`config.mk`:
```
export PLATFORM = sky130hd
export DESIGN_NAME = servo_status_packet_parser_unit
export DESIGN_NICKNAME = d
export VERILOG_FILES = /design/src/design/ssp_pkg.sv /design/src/design/servo_status_packet_parser_unit.sv
export SDC_FILE = /design/constraint.sdc
export NUM_CORES = 1
export LEC_CHECK = 0
export ABC_AREA = 1
export BUFFER_PORTS_ARGS = -buffer_cell sky130_fd_sc_hd__buf_2
export CORE_MARGIN = 1.5
export CORE_UTILIZATION = 45
export CTS_CLUSTER_SIZE = 14
export DETAILED_ROUTE_END_ITERATION = 12
export GPL_ROUTABILITY_DRIVEN = 1
export GPL_TIMING_DRIVEN = 1
export PLACE_DENSITY = 0.63
export SLEW_MARGIN = 20
export SYNTH_ARGS = -nofsm -noshare
export SYNTH_HDL_FRONTEND = slang
export SYNTH_SLANG_ARGS = --single-unit
```
`constraint.sdc`:
```
create_clock -name clk -period 12.4 [get_ports clk]
set_clock_uncertainty 0.2 [all_clocks]
set_input_delay 0.62 -clock clk [delete_from_list [all_inputs] [get_ports clk]]
set_output_delay 0.62 -clock clk [all_outputs]
set_load 0.01 [all_outputs]
```
`src/design/ssp_pkg.sv`:
```
// Package for the servo status packet parser: codes, phases and widths.
`default_nettype none

package ssp_pkg;

    localparam int unsigned BYTE_W    = 8;
    localparam int unsigned TICK_W    = 16;
    localparam int unsigned RUN_W     = 2;

    localparam logic [BYTE_W-1:0] HDR_BYTE    = 8'hFF;
    localparam logic [BYTE_W-1:0] MAX_PAYLOAD = 8'd253;
    localparam logic [BYTE_W-1:0] MIN_LENGTH  = 8'd2;
    localparam logic [TICK_W-1:0] TIMEOUT_RST = 16'd1000;
    localparam logic [TICK_W-1:0] TICK_MAX    = 16'hFFFF;

    typedef enum logic [1:0] {
        CMD_START = 2'd0,
        CMD_BYTE  = 2'd1,
        CMD_TICK  = 2'd2
    } cmd_t;

    typedef enum logic [1:0] {
        ST_OK      = 2'd0,
        ST_INVALID = 2'd1,
        ST_TIMEOUT = 2'd2
    } status_t;

    typedef enum logic [2:0] {
        PH_IDLE    = 3'd0,
        PH_HEADER  = 3'd1,
        PH_ID      = 3'd2,
        PH_LENGTH  = 3'd3,
        PH_ERROR   = 3'd4,
        PH_PAYLOAD = 3'd5,
        PH_CHECK   = 3'd6
    } phase_t;

    localparam logic KIND_PAYLOAD = 1'b0;
    localparam logic KIND_STATUS  = 1'b1;

endpackage

`default_nettype wire

```
`src/design/servo_status_packet_parser_unit.sv`:
```
// Servo bus status packet parser: header hunt, id/length check, payload stream, checksum.
//
// Usage: send a start transaction (cmd start) carrying the expected id and payload
// length, then one transaction per received byte (cmd byte) and one per timer tick
// (cmd tick). The unit answers with zero or one result transaction per input
// transaction: a payload byte (kind 0) for every payload byte of the reply, then one
// status transaction (kind 1, last 1) with ok, invalid response or timeout. Payload
// bytes leave before the checksum is checked, so drop them if the status is not ok.
// servo_error carries the device's error byte only with ok status. Bytes and ticks
// are ignored while no reception is armed; a start while busy silently abandons the
// reception in progress. Timing: one input register and one result register with a
// single pass of parser logic between them; unless out_stall holds the result register,
// a transaction is taken every cycle, its result moving from the input register to the
// result register; the throughput is one per clock, set by the parser state being updated
// in that single pass. in_stall rises only when the result register is held by out_stall
// and the input register is full. The timeout register (cfg_wdata, written with cfg_we)
// resets to 1000 ticks; the user must write it only while idle; the unit does not check.
`default_nettype none

module servo_status_packet_parser_unit
    import ssp_pkg::*;
(
    input  wire logic              clk,
    input  wire logic              rst_n,
    // configuration
    input  wire logic              cfg_we,
    input  wire logic [TICK_W-1:0] cfg_wdata,
    // input channel
    input  wire logic              in_valid,
    output logic                   in_stall,
    input  wire logic [1:0]        cmd,
    input  wire logic [BYTE_W-1:0] rx_byte,
    input  wire logic [BYTE_W-1:0] reply_id,
    input  wire logic [BYTE_W-1:0] reply_length,
    // result channel
    output logic                   out_valid,
    input  wire logic              out_stall,
    output logic                   kind,
    output logic [BYTE_W-1:0]      payload_byte,
    output logic [1:0]             status_code,
    output logic [BYTE_W-1:0]      servo_error,
    output logic                   last
);

    // timeout register
    logic [TICK_W-1:0] timeout_reg;

    // input register
    logic              in_vld_reg;
    logic [1:0]        cmd_reg;
    logic [BYTE_W-1:0] rx_byte_reg;
    logic [BYTE_W-1:0] exp_id_reg;
    logic [BYTE_W-1:0] exp_len_reg;

    // parser state
    phase_t            phase_reg,   phase_next;
    logic [RUN_W-1:0]  hdr_run_reg, hdr_run_next;
    logic [BYTE_W-1:0] want_id_reg, want_id_next;
    logic [BYTE_W-1:0] want_len_reg, want_len_next;
    logic [BYTE_W-1:0] got_len_reg, got_len_next;
    logic [BYTE_W-1:0] got_err_reg, got_err_next;
    logic [BYTE_W-1:0] done_reg,    done_next;
    logic [BYTE_W-1:0] sum_reg,     sum_next;
    logic [TICK_W-1:0] ticks_reg,   ticks_next;

    // result register
    logic              out_vld_reg;
    logic              kind_reg;
    logic [BYTE_W-1:0] pay_reg;
    logic [1:0]        status_reg;
    logic [BYTE_W-1:0] dev_err_reg;

    // single-pass results
    logic              emit;
    logic              emit_kind;
    logic [BYTE_W-1:0] emit_pay;
    logic [1:0]        emit_status;
    logic [BYTE_W-1:0] emit_dev_err;

    logic              advance;
    logic              in_accept;
    logic              work;

    // Result register frees up when empty or being drained this cycle.
    assign advance   = !out_vld_reg || !out_stall;
    assign in_stall  = in_vld_reg && !advance;
    assign in_accept = in_valid && !in_stall;
    assign work      = in_vld_reg && advance;

    assign out_valid    = out_vld_reg;
    assign kind         = kind_reg;
    assign payload_byte = pay_reg;
    assign status_code  = status_reg;
    assign servo_error  = dev_err_reg;
    assign last         = kind_reg;

    always_ff @(posedge clk or negedge rst_n)
    begin
        if (!rst_n)
        begin
            timeout_reg <= TIMEOUT_RST;
        end
        else if (cfg_we)
        begin
            timeout_reg <= cfg_wdata;
        end
    end

    // input register
    always_ff @(posedge clk or negedge rst_n)
    begin
        if (!rst_n)
        begin
            in_vld_reg <= 1'b0;
        end
        else if (in_accept)
        begin
            in_vld_reg <= 1'b1;
        end
        else if (advance)
        begin
            in_vld_reg <= 1'b0;
        end
    end

    always_ff @(posedge clk)
    begin
        if (in_accept)
        begin
            cmd_reg     <= cmd;
            rx_byte_reg <= rx_byte;
            exp_id_reg  <= reply_id;
            exp_len_reg <= reply_length;
        end
    end

    // next-state logic
    always_comb
    begin
        logic [TICK_W-1:0] tick_inc;
        logic [BYTE_W-1:0] rx_id;
        logic [BYTE_W-1:0] done_inc;
        logic [RUN_W-1:0]  run_inc;

        tick_inc = (ticks_reg < TICK_MAX) ? (ticks_reg + TICK_W'(1)) : ticks_reg;
        rx_id    = sum_reg - got_len_reg;
        done_inc = done_reg + BYTE_W'(1);
        run_inc  = (rx_byte_reg == HDR_BYTE) ? (hdr_run_reg + RUN_W'(1)) : '0;

        phase_next    = phase_reg;
        hdr_run_next  = hdr_run_reg;
        want_id_next  = want_id_reg;
        want_len_next = want_len_reg;
        got_len_next  = got_len_reg;
        got_err_next  = got_err_reg;
        done_next     = done_reg;
        sum_next      = sum_reg;
        ticks_next    = ticks_reg;

        if (work)
        begin
            if (cmd_reg == CMD_START)
            begin
                want_id_next  = exp_id_reg;
                want_len_next = exp_len_reg;
                phase_next    = PH_HEADER;
                hdr_run_next  = '0;
                got_len_next  = '0;
                got_err_next  = '0;
                done_next     = '0;
                sum_next      = '0;
                ticks_next    = '0;
            end
            else if (phase_reg != PH_IDLE)
            begin
                if (cmd_reg == CMD_TICK)
                begin
                    ticks_next = tick_inc;
                    if (tick_inc >= timeout_reg)
                    begin
                        phase_next = PH_IDLE;
                    end
                end
                else if (cmd_reg == CMD_BYTE)
                begin
                    case (phase_reg)
                        PH_HEADER:
                        begin
                            hdr_run_next = run_inc;
                            if (run_inc >= RUN_W'(2))
                            begin
                                phase_next = PH_ID;
                            end
                        end
                        PH_ID:
                        begin
                            if (rx_byte_reg != HDR_BYTE)
                            begin
                                sum_next   = rx_byte_reg;
                                phase_next = PH_LENGTH;
                            end
                        end
                        PH_LENGTH:
                        begin
                            got_len_next = rx_byte_reg;
                            sum_next     = sum_reg + rx_byte_reg;
                            phase_next   = PH_ERROR;
                        end
                        PH_ERROR:
                        begin
                            got_err_next = rx_byte_reg;
                            sum_next     = sum_reg + rx_byte_reg;
                            done_next    = '0;
                            if (rx_id != want_id_reg || got_len_reg < MIN_LENGTH ||
                                (got_len_reg - MIN_LENGTH) != want_len_reg ||
                                want_len_reg > MAX_PAYLOAD)
                            begin
                                phase_next = PH_IDLE;
                            end
                            else if (want_len_reg == '0)
                            begin
                                phase_next = PH_CHECK;
                            end
                            else
                            begin
                                phase_next = PH_PAYLOAD;
                            end
                        end
                        PH_PAYLOAD:
                        begin
                            sum_next  = sum_reg + rx_byte_reg;
                            done_next = done_inc;
                            if (done_inc >= want_len_reg)
                            begin
                                phase_next = PH_CHECK;
                            end
                        end
                        PH_CHECK:
                        begin
                            phase_next = PH_IDLE;
                        end
                        default:
                        begin
                            phase_next = PH_IDLE;
                        end
                    endcase
                end
            end
        end
    end

    // result item logic
    always_comb
    begin
        logic [BYTE_W-1:0] rx_id;
        logic [TICK_W-1:0] tick_inc;

        rx_id    = sum_reg - got_len_reg;
        tick_inc = (ticks_reg < TICK_MAX) ? (ticks_reg + TICK_W'(1)) : ticks_reg;

        emit         = 1'b0;
        emit_kind    = KIND_STATUS;
        emit_pay     = '0;
        emit_status  = ST_OK;
        emit_dev_err = '0;

        if (in_vld_reg && cmd_reg != CMD_START && phase_reg != PH_IDLE)
        begin
            if (cmd_reg == CMD_TICK)
            begin
                if (tick_inc >= timeout_reg)
                begin
                    emit        = 1'b1;
                    emit_status = ST_TIMEOUT;
                end
            end
            else if (cmd_reg == CMD_BYTE)
            begin
                case (phase_reg)
                    PH_ERROR:
                    begin
                        if (rx_id != want_id_reg || got_len_reg < MIN_LENGTH ||
                            (got_len_reg - MIN_LENGTH) != want_len_reg ||
                            want_len_reg > MAX_PAYLOAD)
                        begin
                            emit        = 1'b1;
                            emit_status = ST_INVALID;
                        end
                    end
                    PH_PAYLOAD:
                    begin
                        emit      = 1'b1;
                        emit_kind = KIND_PAYLOAD;
                        emit_pay  = rx_byte_reg;
                    end
                    PH_CHECK:
                    begin
                        emit = 1'b1;
                        if (~sum_reg == rx_byte_reg)
                        begin
                            emit_status  = ST_OK;
                            emit_dev_err = got_err_reg;
                        end
                        else
                        begin
                            emit_status = ST_INVALID;
                        end
                    end
                    default:
                    begin
                        emit = 1'b0;
                    end
                endcase
            end
        end
    end

    // parser state
    always_ff @(posedge clk or negedge rst_n)
    begin
        if (!rst_n)
        begin
            phase_reg    <= PH_IDLE;
            hdr_run_reg  <= '0;
            want_id_reg  <= '0;
            want_len_reg <= '0;
            got_len_reg  <= '0;
            got_err_reg  <= '0;
            done_reg     <= '0;
            sum_reg      <= '0;
            ticks_reg    <= '0;
        end
        else
        begin
            phase_reg    <= phase_next;
            hdr_run_reg  <= hdr_run_next;
            want_id_reg  <= want_id_next;
            want_len_reg <= want_len_next;
            got_len_reg  <= got_len_next;
            got_err_reg  <= got_err_next;
            done_reg     <= done_next;
            sum_reg      <= sum_next;
            ticks_reg    <= ticks_next;
        end
    end

    // result register
    always_ff @(posedge clk or negedge rst_n)
    begin
        if (!rst_n)
        begin
            out_vld_reg <= 1'b0;
        end
        else if (advance)
        begin
            out_vld_reg <= in_vld_reg && emit;
        end
    end

    always_ff @(posedge clk)
    begin
        if (work && emit)
        begin
            kind_reg    <= emit_kind;
            pay_reg     <= emit_pay;
            status_reg  <= emit_status;
            dev_err_reg <= emit_dev_err;
        end
    end

    // A status transaction always closes the reception.
    a_status_ends_rx: assert property (@(posedge clk) disable iff (!rst_n)
        (work && emit && emit_kind == KIND_STATUS) |=> (phase_reg == PH_IDLE))
        else $error("parser still busy after a status transaction");

    // Error byte is reported only with ok status.
    a_dev_err_ok_only: assert property (@(posedge clk) disable iff (!rst_n)
        (out_vld_reg && status_reg != ST_OK) |-> (dev_err_reg == '0))
        else $error("device error reported with non-ok status");

    // Stall only when a transaction is held in the input register.
    a_stall_needs_item: assert property (@(posedge clk) disable iff (!rst_n)
        in_stall |-> in_vld_reg)
        else $error("input stalled with empty input register");

    // Payload transactions carry no status code.
    a_payload_no_status: assert property (@(posedge clk) disable iff (!rst_n)
        (out_vld_reg && kind_reg == KIND_PAYLOAD) |-> (status_reg == ST_OK))
        else $error("payload transaction with a status code");

endmodule

`default_nettype wire
```
==> results.yml <==
clocking:
  clock-sinks: 132
  numCtsBuffers: 17
  clk_latency_ns: 0.42
  clk_pin_slew_ns: 0.06
  cts.htree.levels: 4
  cts_tree: "yes"
  cts_root_buf: "clkbuf_16"
  cts_resized: 0
  clockBufferDepth: 2
sta:
  rsz0062_at_grt: "false"
  max_freq_ghz: 0.233
  finalSetupViolations: 0
  setup_tns_ns: 0
  worstMarginPinSlew_ns: 1.07
  slew-limit-headroom: 0.288
  timing.final.crit_share: 0.346
  final.min_clock_period_ns: 4.29
  finalHoldViolCount: 0
  drv_slew: 0
power:
  p_per_area_nw_per_um2: 207
  power_mw: 1.77
  power_leakage_nw: 4.20
  ir_worst_vdd_uv: 117
synth:
  ys_ff_latch: 132
  yosysWarnings: 0
  netlist_instances: 872
  synth_seq_area_share: 0.483
  syn-cell-area_um2: 7320
  synth_top_area_frac: 0.277
  yosysTopAreaCell: "dfrtp_1"
  synth.area.top_cells: "dfrtp_1 28%, edfxtp_1 18%, nand2_1 9.4%"
  yosysUniqueCellTypes: 40
  synth_fp_nets: 963
  avgSynthCellArea_um2: 8.40
place:
  io_buffer_count: 68
  hpwl_um: 11600
  dp.cells: 1147
  place_congestion: 0.876
drt:
  firstDrtPassIters: 5
  top_layer: "met4"
  via_per_inst: 4.91
  vias: 5792
  first_iter_violations: 364
  wl_per_cell_um: 13.4
  met2_wirelength_um: 7880
  met3_length_um: 544
  drc: 0
  wl_um: 15800
  wl_met1_um: 7200
  ant_nets: 0
final_layout:
  fin_nets: 1042
  syn_to_final_growth_pct: 16.6
  multi_input_area_um2: 3170
  stdcell_count: 1180
  nFillCells: 1548
  drive_gt1_frac: 0.143
  regArea_um2: 3540
  antenna_cells: 0
grt:
  grt_pass1_wl_um: 26400
  grt_antenna_before_repair: 0
  overflow: 0
  grt_use_total: 0.200
  grt_max_degree: 57
  grt_pass1_vias: 5511
critical_path:
  end_kind: "flip-flop"
  worstPathArrival_ns: 4.12
  crit_fanout: 19
  critPathKind: "reg2reg"
  worst_ep_required_time_ns: 12.23
  worst-r2r-cell-count: 19
  cp-start-kind: "flip-flop"
floorplanning:
  ios: 69
  fp.dieW_um: 131
  dieArea_um2: 17000
  die_h_um: 131
  fp-row-count: 46
  core_area_um2: 15900
  initial_core_util: 0.461
flow_run:
  cap_viol_max_count: 0
outcome:
  status: "complete, no violations"
hold_path:
  holdPathStages: 1
  holdCritPathClass: "in2reg"
-- per-stage QoR --
stage | utilization | setup WS [ns] | hold slack (ns) | cell area, um2
2_1_floorplan | - | 8.40 | 0.124 | 7320
3_5_place_dp | 0.498 | 8.09 | 0.266 | 7910
6_report | 0.537 | 8.11 | 0.177 | 8530
3_3_place_gp | 0.498 | 8.19 | 0.274 | 7910
4_1_cts | 0.537 | 8.08 | 0.161 | 8530
5_1_grt | 0.537 | 7.67 | 0.154 | 8530
-- where the power goes --
part	switching, mW	total (mW)	internal, mW
Clock	0.181	0.525	0.344
Combinational	0.396	0.639	0.242
Sequential	0.0661	0.602	0.535
Total	0.643	1.77	1.12
-- critical path, stage by stage (launching register included) --
cell and delay [ns]:
dfrtp_1 0.36, ha_1 0.19, nand3_1 0.11, nor3_2 0.21
nand3_1 0.16, nor3_1 0.23, inv_1 0.10, o31ai_1 0.26
inv_1 0.08, ha_1 0.27, nand2_1 0.06, inv_1 0.05
nand3_1 0.08, nor3_1 0.25, nand3_1 0.11, nand3_1 0.15
nand3_1 0.08, inv_1 0.08, nor2_1 0.06, a21oi_2 0.80
-- what timing repair did --
action	in CTS	in global routing
endpoints found under the setup margin	0	0
buffers inserted	0	0
hold buffers	1	0
hold endpoints to repair	30	0
-- per-layer routing --
layer | up-vias | GRT usage
met5 | - | 0
met4 | 0 | 0.0504
met3 | 11 | 0.0460
met2 | 105 | 0.349
met1 | 2678 | 0.253
li1 | 2998 | -
-- cell families after synthesis --
family	count (synthesis)	share of synthesized area
muxes	6	0.00923
and+or+nand+nor	356	0.209
buffers and inverters	164	0.0854
xor gates and xnor gates	25	0.0299
adders and majority gates	44	0.0772
AOI/OAI and AO/OA	145	0.106
DFF	132	0.483
-- cell usage after synthesis (all sizes together) --
master and instances:
a21oi 47, buf 5, clkbuf 6, dfrtp 81, dfstp 6, edfxtp 45, fa 2, ha 42
inv 153, mux2 6, nand2 184, nand2b 1, nand3 37, nand3b 2, nand4 14, nor2 95
nor3 19, nor4 2, o211ai 1, o21a 4, o21ai 72, o21bai 1, o22ai 18, o31ai 2
or2 2, xnor2 5, xor2 20
-- worst paths after layout --
kind / slack [ns] / startpoint / to
min in group asynchronous: 0.49 / rst_n / want_id_reg[5]$_DFFE_PN0P_
worst max register to register: 8.11 / ticks_reg[1]$_DFFE_PN0P_ / payload_byte[2]$_SDFFCE_PP0P_
worst max-delay path: 8.11 / ticks_reg[1]$_DFFE_PN0P_ / payload_byte[2]$_SDFFCE_PP0P_
worst min register to register: 0.28 / exp_id_reg[2]$_DFFE_PP_ / want_id_reg[2]$_DFFE_PN0P_
worst min-delay path: 0.18 / reply_length[6] / exp_len_reg[6]$_DFFE_PP_
max in group asynchronous: 10.42 / rst_n / ticks_reg[11]$_DFFE_PN0P_
-- cells in the final DEF, fill, tap and decap left out, types with 4 or more instances in the layout --
master,Yosys,final
a21oi_1,44,43
a21oi_2,3,4
buf_2,3,67
bufinv_16,0,4
clkbuf_16,0,17
dfrtp_1,81,81
dfstp_2,6,6
edfxtp_1,45,45
ha_1,42,42
inv_1,139,139
inv_2,13,13
mux2_2,5,5
nand2_1,183,183
nand3_1,36,36
nand4_1,14,14
nor2_1,92,91
nor3_1,13,13
nor3_2,4,4
o21a_1,4,4
o21ai_0,46,46
o21ai_1,26,26
o22ai_1,18,18
xnor2_1,5,5
xor2_1,20,20
-- layout make-up --
class                      count  share of cell area
inverter                     153              0.0676
clock inverter                11              0.0183
tap                          216              0.0317
multi-input combinational    576               0.371
timing repair buffer          71              0.0431
sequential                   132               0.414
clock buffer                  21              0.0540
Power figures use the tool's default switching activity.
